==> src/design/cop_pkg.sv <==
// ----------------------------------------------------------------------------
// cop_pkg: shared types and constants of the CoAP option parser
// Kind and error codes, option header constants, and the record bundle
// that the parser hands to the output side.
// ----------------------------------------------------------------------------
package cop_pkg;

   // byte counter width, wraps
   localparam int unsigned INDEX_BITS = 16;

   // result kinds
   localparam logic [1:0] KIND_RECORD = 2'd0;
   localparam logic [1:0] KIND_VALUE  = 2'd1;
   localparam logic [1:0] KIND_END    = 2'd2;
   localparam logic [1:0] KIND_ERROR  = 2'd3;

   // error codes
   localparam logic [1:0] ERR_NONE         = 2'd0;
   localparam logic [1:0] ERR_BAD_NIBBLE   = 2'd1;
   localparam logic [1:0] ERR_TRUNCATED    = 2'd2;
   localparam logic [1:0] ERR_INT_TOO_LONG = 2'd3;

   // option header nibbles and extension bases
   localparam logic [3:0]  NIB_FORBIDDEN = 4'd15;
   localparam logic [3:0]  NIB_EXT1      = 4'd13;
   localparam logic [3:0]  NIB_EXT2      = 4'd14;
   localparam logic [15:0] EXT1_BASE     = 16'd13;
   localparam logic [15:0] EXT2_BASE     = 16'd269;
   localparam logic [7:0]  MARKER        = 8'hFF;
   localparam logic [15:0] INT_MAX_BYTES = 16'd4;

   // bundle queue between parser and output stage
   localparam int unsigned QUEUE_DEPTH      = 4;
   localparam int unsigned QUEUE_PTR_BITS   = $clog2(QUEUE_DEPTH);
   localparam int unsigned QUEUE_COUNT_BITS = $clog2(QUEUE_DEPTH + 1);

   // what one input byte causes: an optional record or value byte,
   // then an optional end or error
   typedef struct packed {
      logic        has_rec;
      logic [1:0]  rec_kind;
      logic [15:0] rec_number;
      logic [15:0] rec_length;
      logic        rec_is_integer;
      logic [31:0] rec_integer;
      logic [7:0]  rec_byte;
      logic        has_end;
      logic [1:0]  end_kind;
      logic [1:0]  end_error;
      logic [15:0] end_consumed;
   } bundle_type;

   function automatic logic is_integer_option(input logic [15:0] number);
      return number inside {16'd6, 16'd7, 16'd12, 16'd14, 16'd17,
                            16'd23, 16'd27, 16'd28, 16'd60, 16'd258};
   endfunction

endpackage

==> src/design/coap_option_parser.sv <==
// ----------------------------------------------------------------------------
// coap_option_parser: streaming CoAP option area decoder
// Parses option headers, extensions and values one byte at a time and
// emits option records, value bytes, and end or error results.
// ----------------------------------------------------------------------------
// One option-area byte is taken every cycle while full is low. The parser
// handles each byte in the cycle it is transferred and writes what it causes
// into a four-entry bundle queue; a result passes through the queue and the
// output register before it shows on the rsp_ ports. The output register
// gives one result per cycle while results are taken, so a byte that causes
// two results (a record or value byte followed by an end or an error) holds
// the result side for both in turn, and a long run of such bytes fills the
// queue and then holds input back through full. No clearing pass after reset.

module coap_option_parser (
   input  logic        clock,
   input  logic        reset,
   input  logic        push,
   output logic        full,
   input  logic [7:0]  req_data_byte,
   input  logic        req_last_byte,
   output logic        empty,
   input  logic        pop,
   output logic [1:0]  rsp_kind,
   output logic [15:0] rsp_option_number,
   output logic [15:0] rsp_value_length,
   output logic        rsp_is_integer,
   output logic [31:0] rsp_integer_value,
   output logic [7:0]  rsp_value_byte,
   output logic [1:0]  rsp_error_code,
   output logic [15:0] rsp_consumed_length,
   output logic        rsp_end_of_run,
   input  logic        csr_write_enable,
   input  logic        csr_write_data
);

   logic                int_rule_en_ff, int_rule_en_in;
   logic                accept;
   logic                q_push, q_pop, q_full, q_empty;
   cop_pkg::bundle_type q_wr_data, q_head;

   assign int_rule_en_in = csr_write_enable ? csr_write_data : int_rule_en_ff;

   always_ff @(posedge clock) begin
      if (reset) begin
         int_rule_en_ff <= 1'b1;
      end else begin
         int_rule_en_ff <= int_rule_en_in;
      end
   end

   assign full   = q_full;
   assign accept = push && !q_full;

   cop_front u_front (
      .clock       (clock),
      .reset       (reset),
      .accept      (accept),
      .data_byte   (req_data_byte),
      .last_byte   (req_last_byte),
      .int_rule_en (int_rule_en_ff),
      .q_push      (q_push),
      .q_data      (q_wr_data)
   );

   cop_queue u_queue (
      .clock     (clock),
      .reset     (reset),
      .push      (q_push),
      .push_data (q_wr_data),
      .pop       (q_pop),
      .full      (q_full),
      .empty     (q_empty),
      .head      (q_head)
   );

   cop_back u_back (
      .clock               (clock),
      .reset               (reset),
      .head                (q_head),
      .head_valid          (!q_empty),
      .head_pop            (q_pop),
      .rsp_pop             (pop),
      .rsp_empty           (empty),
      .rsp_kind            (rsp_kind),
      .rsp_option_number   (rsp_option_number),
      .rsp_value_length    (rsp_value_length),
      .rsp_is_integer      (rsp_is_integer),
      .rsp_integer_value   (rsp_integer_value),
      .rsp_value_byte      (rsp_value_byte),
      .rsp_error_code      (rsp_error_code),
      .rsp_consumed_length (rsp_consumed_length),
      .rsp_end_of_run      (rsp_end_of_run)
   );

`ifndef ASSERT_OFF
   // the parser only writes the queue for a transferred byte
   assert property (@(posedge clock) disable iff (reset)
      q_push |-> (push && !full))
      else $error("bundle written without an input transfer");

   // the output stage never takes from an empty queue
   assert property (@(posedge clock) disable iff (reset)
      q_pop |-> !q_empty)
      else $error("bundle taken from an empty queue");

   // an end or an error is always the last result of its byte
   assert property (@(posedge clock) disable iff (reset)
      (!empty && (rsp_kind == cop_pkg::KIND_END || rsp_kind == cop_pkg::KIND_ERROR))
      |-> rsp_end_of_run)
      else $error("end or error result not marked end of run");

   // the rest of a byte's results follows straight after a non-final one
   assert property (@(posedge clock) disable iff (reset)
      (pop && !empty && !rsp_end_of_run) |=> !empty)
      else $error("second result of a byte missing");
`endif

endmodule

==> src/design/cop_front.sv <==
// ----------------------------------------------------------------------------
// cop_front: option header and value parser
// Takes one option-area byte per cycle while accept is high, tracks the
// parse phase and builds the bundle of results that the byte causes.
// ----------------------------------------------------------------------------
module cop_front (
   input  logic                 clock,
   input  logic                 reset,
   input  logic                 accept,
   input  logic [7:0]           data_byte,
   input  logic                 last_byte,
   input  logic                 int_rule_en,
   output logic                 q_push,
   output cop_pkg::bundle_type  q_data
);

   localparam logic [2:0] PH_HEADER    = 3'd0;
   localparam logic [2:0] PH_DELTA_EXT = 3'd1;
   localparam logic [2:0] PH_LEN_EXT   = 3'd2;
   localparam logic [2:0] PH_OPAQUE    = 3'd3;
   localparam logic [2:0] PH_INT       = 3'd4;
   localparam logic [2:0] PH_BAD_INT   = 3'd5;
   localparam logic [2:0] PH_IDLE      = 3'd6;

   logic [2:0]                     phase_ff,  phase_in;
   logic [15:0]                    number_ff, number_in;
   logic [15:0]                    delta_ff,  delta_in;
   logic [15:0]                    length_ff, length_in;
   logic [15:0]                    remain_ff, remain_in;
   logic [31:0]                    acc_ff,    acc_in;
   logic [cop_pkg::INDEX_BITS-1:0] index_ff,  index_in;
   cop_pkg::bundle_type            bun;

   always_comb begin
      logic [3:0] dn;
      logic [3:0] nib;
      logic       do_len_nib;
      logic       do_finish;
      logic       do_done;
      logic       do_clear;
      logic       isint;

      phase_in   = phase_ff;
      number_in  = number_ff;
      delta_in   = delta_ff;
      length_in  = length_ff;
      remain_in  = remain_ff;
      acc_in     = acc_ff;
      index_in   = index_ff;
      bun        = '0;
      bun.rec_kind  = cop_pkg::KIND_RECORD;
      bun.end_kind  = cop_pkg::KIND_END;
      bun.end_error = cop_pkg::ERR_NONE;
      dn         = data_byte[7:4];
      nib        = data_byte[3:0];
      do_len_nib = 1'b0;
      do_finish  = 1'b0;
      do_done    = 1'b0;
      do_clear   = 1'b0;
      isint      = 1'b0;

      if (accept) begin
         if (phase_ff == PH_IDLE) begin
            do_clear = last_byte;
         end else begin
            index_in = index_ff + 1'b1;
            case (phase_ff)
               PH_HEADER: begin
                  if (data_byte == cop_pkg::MARKER) begin
                     bun.has_end      = 1'b1;
                     bun.end_consumed = 16'(index_ff);
                  end else if (dn == cop_pkg::NIB_FORBIDDEN) begin
                     bun.has_end   = 1'b1;
                     bun.end_kind  = cop_pkg::KIND_ERROR;
                     bun.end_error = cop_pkg::ERR_BAD_NIBBLE;
                  end else if (dn == cop_pkg::NIB_EXT1 || dn == cop_pkg::NIB_EXT2) begin
                     delta_in  = (dn == cop_pkg::NIB_EXT1) ? cop_pkg::EXT1_BASE
                                                          : cop_pkg::EXT2_BASE;
                     remain_in = (dn == cop_pkg::NIB_EXT1) ? 16'd1 : 16'd2;
                     length_in = 16'(data_byte[3:0]);
                     phase_in  = PH_DELTA_EXT;
                     if (last_byte) begin
                        bun.has_end   = 1'b1;
                        bun.end_kind  = cop_pkg::KIND_ERROR;
                        bun.end_error = cop_pkg::ERR_TRUNCATED;
                     end
                  end else begin
                     delta_in   = 16'(dn);
                     do_len_nib = 1'b1;
                  end
               end
               PH_DELTA_EXT: begin
                  if (remain_ff >= 16'd2) begin
                     delta_in  = delta_ff + {data_byte, 8'h00};
                     remain_in = 16'd1;
                     if (last_byte) begin
                        bun.has_end   = 1'b1;
                        bun.end_kind  = cop_pkg::KIND_ERROR;
                        bun.end_error = cop_pkg::ERR_TRUNCATED;
                     end
                  end else begin
                     delta_in   = delta_ff + 16'(data_byte);
                     remain_in  = 16'd0;
                     nib        = length_ff[3:0];
                     do_len_nib = 1'b1;
                  end
               end
               PH_LEN_EXT: begin
                  if (remain_ff >= 16'd2) begin
                     length_in = length_ff + {data_byte, 8'h00};
                     remain_in = 16'd1;
                     if (last_byte) begin
                        bun.has_end   = 1'b1;
                        bun.end_kind  = cop_pkg::KIND_ERROR;
                        bun.end_error = cop_pkg::ERR_TRUNCATED;
                     end
                  end else begin
                     length_in = length_ff + 16'(data_byte);
                     remain_in = 16'd0;
                     do_finish = 1'b1;
                  end
               end
               PH_OPAQUE: begin
                  bun.has_rec    = 1'b1;
                  bun.rec_kind   = cop_pkg::KIND_VALUE;
                  bun.rec_number = number_ff;
                  bun.rec_length = length_ff;
                  bun.rec_byte   = data_byte;
                  remain_in      = remain_ff - 16'd1;
                  if (remain_in == 16'd0) begin
                     do_done = 1'b1;
                  end else if (last_byte) begin
                     bun.has_end   = 1'b1;
                     bun.end_kind  = cop_pkg::KIND_ERROR;
                     bun.end_error = cop_pkg::ERR_TRUNCATED;
                  end
               end
               PH_INT: begin
                  acc_in    = {acc_ff[23:0], data_byte};
                  remain_in = remain_ff - 16'd1;
                  if (remain_in == 16'd0) begin
                     bun.has_rec        = 1'b1;
                     bun.rec_number     = number_ff;
                     bun.rec_length     = length_ff;
                     bun.rec_is_integer = 1'b1;
                     bun.rec_integer    = acc_in;
                     do_done            = 1'b1;
                  end else if (last_byte) begin
                     bun.has_end   = 1'b1;
                     bun.end_kind  = cop_pkg::KIND_ERROR;
                     bun.end_error = cop_pkg::ERR_TRUNCATED;
                  end
               end
               PH_BAD_INT: begin
                  remain_in = remain_ff - 16'd1;
                  bun.has_end  = (remain_in == 16'd0) || last_byte;
                  bun.end_kind = cop_pkg::KIND_ERROR;
                  bun.end_error = (remain_in == 16'd0) ? cop_pkg::ERR_INT_TOO_LONG
                                                       : cop_pkg::ERR_TRUNCATED;
               end
               default: begin
                  do_clear = 1'b1;
               end
            endcase

            // length nibble, once the delta is complete
            if (do_len_nib) begin
               if (nib == cop_pkg::NIB_FORBIDDEN) begin
                  bun.has_end   = 1'b1;
                  bun.end_kind  = cop_pkg::KIND_ERROR;
                  bun.end_error = cop_pkg::ERR_BAD_NIBBLE;
               end else if (nib == cop_pkg::NIB_EXT1 || nib == cop_pkg::NIB_EXT2) begin
                  length_in = (nib == cop_pkg::NIB_EXT1) ? cop_pkg::EXT1_BASE
                                                        : cop_pkg::EXT2_BASE;
                  remain_in = (nib == cop_pkg::NIB_EXT1) ? 16'd1 : 16'd2;
                  phase_in  = PH_LEN_EXT;
                  if (last_byte) begin
                     bun.has_end   = 1'b1;
                     bun.end_kind  = cop_pkg::KIND_ERROR;
                     bun.end_error = cop_pkg::ERR_TRUNCATED;
                  end
               end else begin
                  length_in = 16'(nib);
                  do_finish = 1'b1;
               end
            end

            // header complete: new option number and value handling
            if (do_finish) begin
               number_in = number_ff + delta_in;
               isint     = int_rule_en && cop_pkg::is_integer_option(number_in);
               if (length_in == 16'd0) begin
                  bun.has_rec        = 1'b1;
                  bun.rec_number     = number_in;
                  bun.rec_is_integer = isint;
                  do_done            = 1'b1;
               end else if (last_byte) begin
                  bun.has_end   = 1'b1;
                  bun.end_kind  = cop_pkg::KIND_ERROR;
                  bun.end_error = cop_pkg::ERR_TRUNCATED;
               end else begin
                  remain_in = length_in;
                  if (isint) begin
                     acc_in   = 32'd0;
                     phase_in = (length_in > cop_pkg::INT_MAX_BYTES) ? PH_BAD_INT : PH_INT;
                  end else begin
                     bun.has_rec    = 1'b1;
                     bun.rec_number = number_in;
                     bun.rec_length = length_in;
                     phase_in       = PH_OPAQUE;
                  end
               end
            end

            if (do_done) begin
               phase_in = PH_HEADER;
               if (last_byte) begin
                  bun.has_end      = 1'b1;
                  bun.end_consumed = 16'(index_in);
               end
            end

            // end or error: start over on the last byte, else ignore until it
            if (bun.has_end) begin
               if (last_byte) begin
                  do_clear = 1'b1;
               end else begin
                  phase_in = PH_IDLE;
               end
            end
         end

         if (do_clear) begin
            phase_in  = PH_HEADER;
            number_in = '0;
            delta_in  = '0;
            length_in = '0;
            remain_in = '0;
            acc_in    = '0;
            index_in  = '0;
         end
      end
   end

   assign q_push = accept && (bun.has_rec || bun.has_end);
   assign q_data = bun;

   always_ff @(posedge clock) begin
      if (reset) begin
         phase_ff  <= PH_HEADER;
         number_ff <= '0;
         delta_ff  <= '0;
         length_ff <= '0;
         remain_ff <= '0;
         acc_ff    <= '0;
         index_ff  <= '0;
      end else begin
         phase_ff  <= phase_in;
         number_ff <= number_in;
         delta_ff  <= delta_in;
         length_ff <= length_in;
         remain_ff <= remain_in;
         acc_ff    <= acc_in;
         index_ff  <= index_in;
      end
   end

endmodule

==> src/design/cop_queue.sv <==
// ----------------------------------------------------------------------------
// cop_queue: bundle queue between parser and output stage
// Small first-in first-out store of result bundles so that either side
// can stall on its own.
// ----------------------------------------------------------------------------
module cop_queue (
   input  logic                 clock,
   input  logic                 reset,
   input  logic                 push,
   input  cop_pkg::bundle_type  push_data,
   input  logic                 pop,
   output logic                 full,
   output logic                 empty,
   output cop_pkg::bundle_type  head
);

   cop_pkg::bundle_type                  mem_ff [cop_pkg::QUEUE_DEPTH];
   logic [cop_pkg::QUEUE_PTR_BITS-1:0]   wr_ptr_ff, wr_ptr_in;
   logic [cop_pkg::QUEUE_PTR_BITS-1:0]   rd_ptr_ff, rd_ptr_in;
   logic [cop_pkg::QUEUE_COUNT_BITS-1:0] count_ff,  count_in;
   logic                                 do_push, do_pop;

   assign full    = (count_ff == cop_pkg::QUEUE_COUNT_BITS'(cop_pkg::QUEUE_DEPTH));
   assign empty   = (count_ff == '0);
   assign do_push = push && !full;
   assign do_pop  = pop && !empty;
   assign head    = mem_ff[rd_ptr_ff];

   always_comb begin
      wr_ptr_in = wr_ptr_ff;
      rd_ptr_in = rd_ptr_ff;
      count_in  = count_ff;
      if (do_push) begin
         wr_ptr_in = (wr_ptr_ff == cop_pkg::QUEUE_PTR_BITS'(cop_pkg::QUEUE_DEPTH - 1))
                     ? '0 : wr_ptr_ff + 1'b1;
      end
      if (do_pop) begin
         rd_ptr_in = (rd_ptr_ff == cop_pkg::QUEUE_PTR_BITS'(cop_pkg::QUEUE_DEPTH - 1))
                     ? '0 : rd_ptr_ff + 1'b1;
      end
      if (do_push && !do_pop) begin
         count_in = count_ff + 1'b1;
      end else if (do_pop && !do_push) begin
         count_in = count_ff - 1'b1;
      end
   end

   always_ff @(posedge clock) begin
      if (do_push) begin
         mem_ff[wr_ptr_ff] <= push_data;
      end
   end

   always_ff @(posedge clock) begin
      if (reset) begin
         wr_ptr_ff <= '0;
         rd_ptr_ff <= '0;
         count_ff  <= '0;
      end else begin
         wr_ptr_ff <= wr_ptr_in;
         rd_ptr_ff <= rd_ptr_in;
         count_ff  <= count_in;
      end
   end

endmodule

==> src/design/cop_back.sv <==
// ----------------------------------------------------------------------------
// cop_back: result output stage
// Splits each bundle into its results, one per cycle while results are
// taken, and holds the oldest result in an output register until it is taken.
// ----------------------------------------------------------------------------
module cop_back (
   input  logic                 clock,
   input  logic                 reset,
   input  cop_pkg::bundle_type  head,
   input  logic                 head_valid,
   output logic                 head_pop,
   input  logic                 rsp_pop,
   output logic                 rsp_empty,
   output logic [1:0]           rsp_kind,
   output logic [15:0]          rsp_option_number,
   output logic [15:0]          rsp_value_length,
   output logic                 rsp_is_integer,
   output logic [31:0]          rsp_integer_value,
   output logic [7:0]           rsp_value_byte,
   output logic [1:0]           rsp_error_code,
   output logic [15:0]          rsp_consumed_length,
   output logic                 rsp_end_of_run
);

   logic        valid_ff,  valid_in;
   logic        sel_ff,    sel_in;
   logic        load, take_rec;
   logic [1:0]  kind_ff,   kind_in;
   logic [15:0] number_ff, number_in;
   logic [15:0] length_ff, length_in;
   logic        isint_ff,  isint_in;
   logic [31:0] ival_ff,   ival_in;
   logic [7:0]  vbyte_ff,  vbyte_in;
   logic [1:0]  err_ff,    err_in;
   logic [15:0] cons_ff,   cons_in;
   logic        eor_ff,    eor_in;

   // the output register refills, when the queue is not empty, whenever it is free or being taken
   assign load     = head_valid && (!valid_ff || rsp_pop);
   assign take_rec = head.has_rec && !sel_ff;
   assign head_pop = load && !(take_rec && head.has_end);

   always_comb begin
      valid_in  = valid_ff;
      sel_in    = sel_ff;
      kind_in   = kind_ff;
      number_in = number_ff;
      length_in = length_ff;
      isint_in  = isint_ff;
      ival_in   = ival_ff;
      vbyte_in  = vbyte_ff;
      err_in    = err_ff;
      cons_in   = cons_ff;
      eor_in    = eor_ff;
      if (load) begin
         valid_in = 1'b1;
         if (take_rec) begin
            kind_in   = head.rec_kind;
            number_in = head.rec_number;
            length_in = head.rec_length;
            isint_in  = head.rec_is_integer;
            ival_in   = head.rec_integer;
            vbyte_in  = head.rec_byte;
            err_in    = cop_pkg::ERR_NONE;
            cons_in   = '0;
            eor_in    = !head.has_end;
            sel_in    = head.has_end;
         end else begin
            kind_in   = head.end_kind;
            number_in = '0;
            length_in = '0;
            isint_in  = 1'b0;
            ival_in   = '0;
            vbyte_in  = '0;
            err_in    = head.end_error;
            cons_in   = head.end_consumed;
            eor_in    = 1'b1;
            sel_in    = 1'b0;
         end
      end else if (rsp_pop) begin
         valid_in = 1'b0;
      end
   end

   always_ff @(posedge clock) begin
      if (reset) begin
         valid_ff <= 1'b0;
         sel_ff   <= 1'b0;
      end else begin
         valid_ff <= valid_in;
         sel_ff   <= sel_in;
      end
   end

   always_ff @(posedge clock) begin
      kind_ff   <= kind_in;
      number_ff <= number_in;
      length_ff <= length_in;
      isint_ff  <= isint_in;
      ival_ff   <= ival_in;
      vbyte_ff  <= vbyte_in;
      err_ff    <= err_in;
      cons_ff   <= cons_in;
      eor_ff    <= eor_in;
   end

   assign rsp_empty           = !valid_ff;
   assign rsp_kind            = kind_ff;
   assign rsp_option_number   = number_ff;
   assign rsp_value_length    = length_ff;
   assign rsp_is_integer      = isint_ff;
   assign rsp_integer_value   = ival_ff;
   assign rsp_value_byte      = vbyte_ff;
   assign rsp_error_code      = err_ff;
   assign rsp_consumed_length = cons_ff;
   assign rsp_end_of_run      = eor_ff;

endmodule
==> config.mk <==
export PLATFORM = sky130hd
export DESIGN_NAME = coap_option_parser
export DESIGN_NICKNAME = d
export VERILOG_FILES = /design/src/design/cop_pkg.sv /design/src/design/coap_option_parser.sv /design/src/design/cop_front.sv /design/src/design/cop_queue.sv /design/src/design/cop_back.sv
export SDC_FILE = /design/constraint.sdc
export NUM_CORES = 1
export LEC_CHECK = 0
export ABC_AREA = 0
export BUFFER_PORTS_ARGS = -buffer_cell sky130_fd_sc_hd__buf_4
export CAP_MARGIN = 20
export CORE_UTILIZATION = 50
export DETAILED_ROUTE_END_ITERATION = 16
export GPL_TIMING_DRIVEN = 0
export PLACE_DENSITY = 0.7
export SLEW_MARGIN = 10
export SYNTH_ARGS = -nofsm -noshare
export SYNTH_HDL_FRONTEND = slang
export SYNTH_SLANG_ARGS = --single-unit
==> constraint.sdc <==
create_clock -name clock -period 8.81 [get_ports clock]
set_clock_uncertainty 0.1 [all_clocks]
set_input_delay 0 -clock clock [delete_from_list [all_inputs] [get_ports clock]]
set_output_delay 0 -clock clock [all_outputs]
set_load 0.005 [all_outputs]
==> results.cfg <==
[floorplan]
core_region_area_um2 = 55100
die_y_um = 238
rows = 86
die_area_um2 = 56700
die_x_um = 238
initial_core_util_pct = 50.6
pin_count = 111

[sta]
rsz0062_at_grt = no
final_max_slew_viol_count = 0
setup-tns-final_ns = 0
period_minus_slack_ns = 8.03
tightest_slew_ns = 1.15
setup_viol = 0
finalHoldViolations = 0
timing.fmax_mhz = 124
relSlewSlack_pct = 22.9
period_share_pct = 91.2
whs_ns = 0.0501

[clock_tree]
clock_sink_count = 593
cts_setup_buffers = 0
insertion_delay_ns = 0.62
clock_path_buffers = 3
cts_root_buf = clkbuf_16
tritoncts = built
clk_pin_slew_ns = 0.07
htreeDepth = 2
cts_buffers = 58

[critical_path]
rr_worst_depth = 28
cp_common_cell = a21oi_1
rr_endpoint = u_queue.count_ff[2]$_SDFFE_PP0P_
slowest_delay_ns = 0.65
startpoint = u_front.remain_ff[0]$_SDFFE_PP0P_
cp_top_family = compound AO/OA/AOI/OAI gates
path_depth = 28
reg2reg_from = u_front.remain_ff[0]$_SDFFE_PP0P_
endpoint_kind = flip-flop
rrSetupSlack_ns = 0.78
startpoint_type = flip-flop
path_buf_inv = 5
path_max_fanout = 10
critPathKind = flip-flop to flip-flop
required_ns = 9.24
cp.arrival_ns = 8.47
crit_slowest_cell = a2111oi_4

[power]
powerDensity_nw_per_um2 = 285
power.leakage_nw = 11.1
irDropWorstVdd_mv = 0.160
power.total_mw = 9.14

[finish]
final_util_pct = 58.1
diodes = 0
final_common_cell = edfxtp_1
syn_to_final_growth_pct = 14.8
fin_nets = 2499
layout_common_cells = edfxtp_1, nor2_1, nand2_1
drive_above_1_share_pct = 14.2

[synthesis]
ys_ff_latch = 593
synth.mux.area_fraction_pct = 8.58
synth_seq_area_share_pct = 59.6
synth.avg_cell_area_um2 = 12.5
synth_nets = 2305
yosys_warnings = 0
async_flop_share_pct = 0
yosys.area_share.simple_pct = 13.0
synth-xor-area-share_pct = 1.23
synth_top_family_by_area = simple AND/OR/NAND/NOR gates
synthCells = 2229
synth_edf_count = 474
syn_area_um2 = 27900
synth_adder_area_share_pct = 2.90
synthFlopType = edfxtp_1
synth_compound_area_share_pct = 12.3
ys_types = 85

[global_routing]
grt_pass1_vias = 19400
grt_max_degree = 46
grt_overflow = 0
antenna_found_initial = 2
grt_pass1_wl_mm = 115
gr-usage-all-layers_pct = 26.4

[route]
dr.first_iter.drc_count = 1906
via_per_inst = 6.16
drt-total-wl_mm = 75.3
firstDrtPassIters = 6
drc_errors = 0
vias = 19800
wl_per_cell_um = 23.4
ant_nets = 0

[status]
status = finished clean

[place]
post-dp-hpwl_mm = 53.3
gp_congestion = 0.938
port_buffers = 108

[flow_run]
maxCapViolations = 0

[worst_hold_path]
hold_end = u_front.acc_ff[4]$_SDFFE_PP0P_
hold_class = input port to flip-flop
hp-start = req_data_byte[4]
hold_depth = 4
## tightest hold or removal path, cell delays in order
cell and delay, ns:
buf_4 0.17, clkbuf_1 0.33, nand2_1 0.14, a21oi_1 0.06
## area by class of cell
type,instances,area (µm²)
well taps,748,936
flip-flops and latches,593,16600
clock inverters,33,317
plain buffers,135,564
clock buffers,75,1610
fillers,4435,23100
repair buffers,134,1240
inverters,30,113
multi-input cells,1471,10600
## where the power goes
part           switching (mW)  leakage [nW]  total (mW)  internal [mW]
logic                    1.61          4.65        2.82           1.21
clock network            1.06         0.953        2.50           1.44
registers               0.166          5.46        3.82           3.65
## timing repair
| action | 4_1_cts | 5_1_grt |
|---|---|---|
| resized for setup | 0 | 1 |
| hold buffers | 11 | 0 |
| endpoints found under the setup margin | 0 | 8 |
| endpoints found under the hold margin | 48 | 0 |
## per-stage QoR
step	worst slack (ns)	instances	area (µm²)
after CTS	0.658	3218	32000
after global placement	-1.57	3085	29600
after global routing	0.241	3219	32000
final	0.777	3219	32000
after detailed placement	0.713	3099	30000
after floorplan	1.55	2229	27900
## synthesized netlist by cell type (all sizes together), types with 17 or more instances
cell	count	area, µm²
a21oi	149	746
a22oi	54	405
a31oi	27	169
and2	61	382
and3	34	213
buf	32	178
clkbuf	103	387
dfxtp	119	2380
edfxtp	474	14200
ha	55	688
inv	30	113
mux2i	24	240
mux4	95	2140
nand2	155	582
nand3	77	390
nor2	163	612
nor2b	82	513
nor3	55	275
nor4	17	119
o211ai	18	135
o21a	20	150
o21ai	128	641
xnor2	21	184
xor2	18	158
## worst max-delay path by stage
| stage | to |
|---|---|
| 5_1_grt | u_queue.count_ff[2]$_SDFFE_PP0P_ |
| 4_1_cts | u_queue.count_ff[2]$_SDFFE_PP0P_ |
| 2_1_floorplan | u_queue.mem_ff[0][0]$_DFFE_PP_ |
| 3_3_place_gp | u_queue.mem_ff[2][66]$_DFFE_PP_ |
| 3_5_place_dp | u_queue.mem_ff[0][66]$_DFFE_PP_ |
| 6_report | u_queue.count_ff[2]$_SDFFE_PP0P_ |
## sequential cells by signal, indices dropped and copies added, names as in the netlist, 2 cells and up, named ones only
name	flops
u_back.rsp_consumed_length	16
u_back.rsp_error_code	2
u_back.rsp_integer_value	32
u_back.rsp_kind	2
u_back.rsp_option_number	16
u_back.rsp_value_byte	8
u_back.rsp_value_length	16
u_front.acc_ff	24
u_front.delta_ff	16
u_front.index_ff	16
u_front.length_ff	16
u_front.number_ff	16
u_front.phase_ff	3
u_front.remain_ff	16
u_queue.count_ff	3
u_queue.mem_ff	380
u_queue.rd_ptr_ff	2
u_queue.wr_ptr_ff	2
## metal layers
metal,vias up,global-route usage (%),share of wire (%)
met3,131,3.75,6.5
met4,2,7.42,2.5
met5,-,0,0.023
met2,783,43.1,48
met1,9951,36.9,43
li1,8966,-,-
## kinds of logic (layout without fill, tap and decap cells)
| family | after synthesis | in the layout |
|---|---|---|
| mux | 120 | 120 |
| xor+xnor | 39 | 39 |
| simple gates | 718 | 718 |
| flops | 593 | 593 |
| fa+ha+maj | 61 | 61 |
| buf+inv | 165 | 407 |
| compound gates | 533 | 533 |
(Power assumes the default switching activity.)
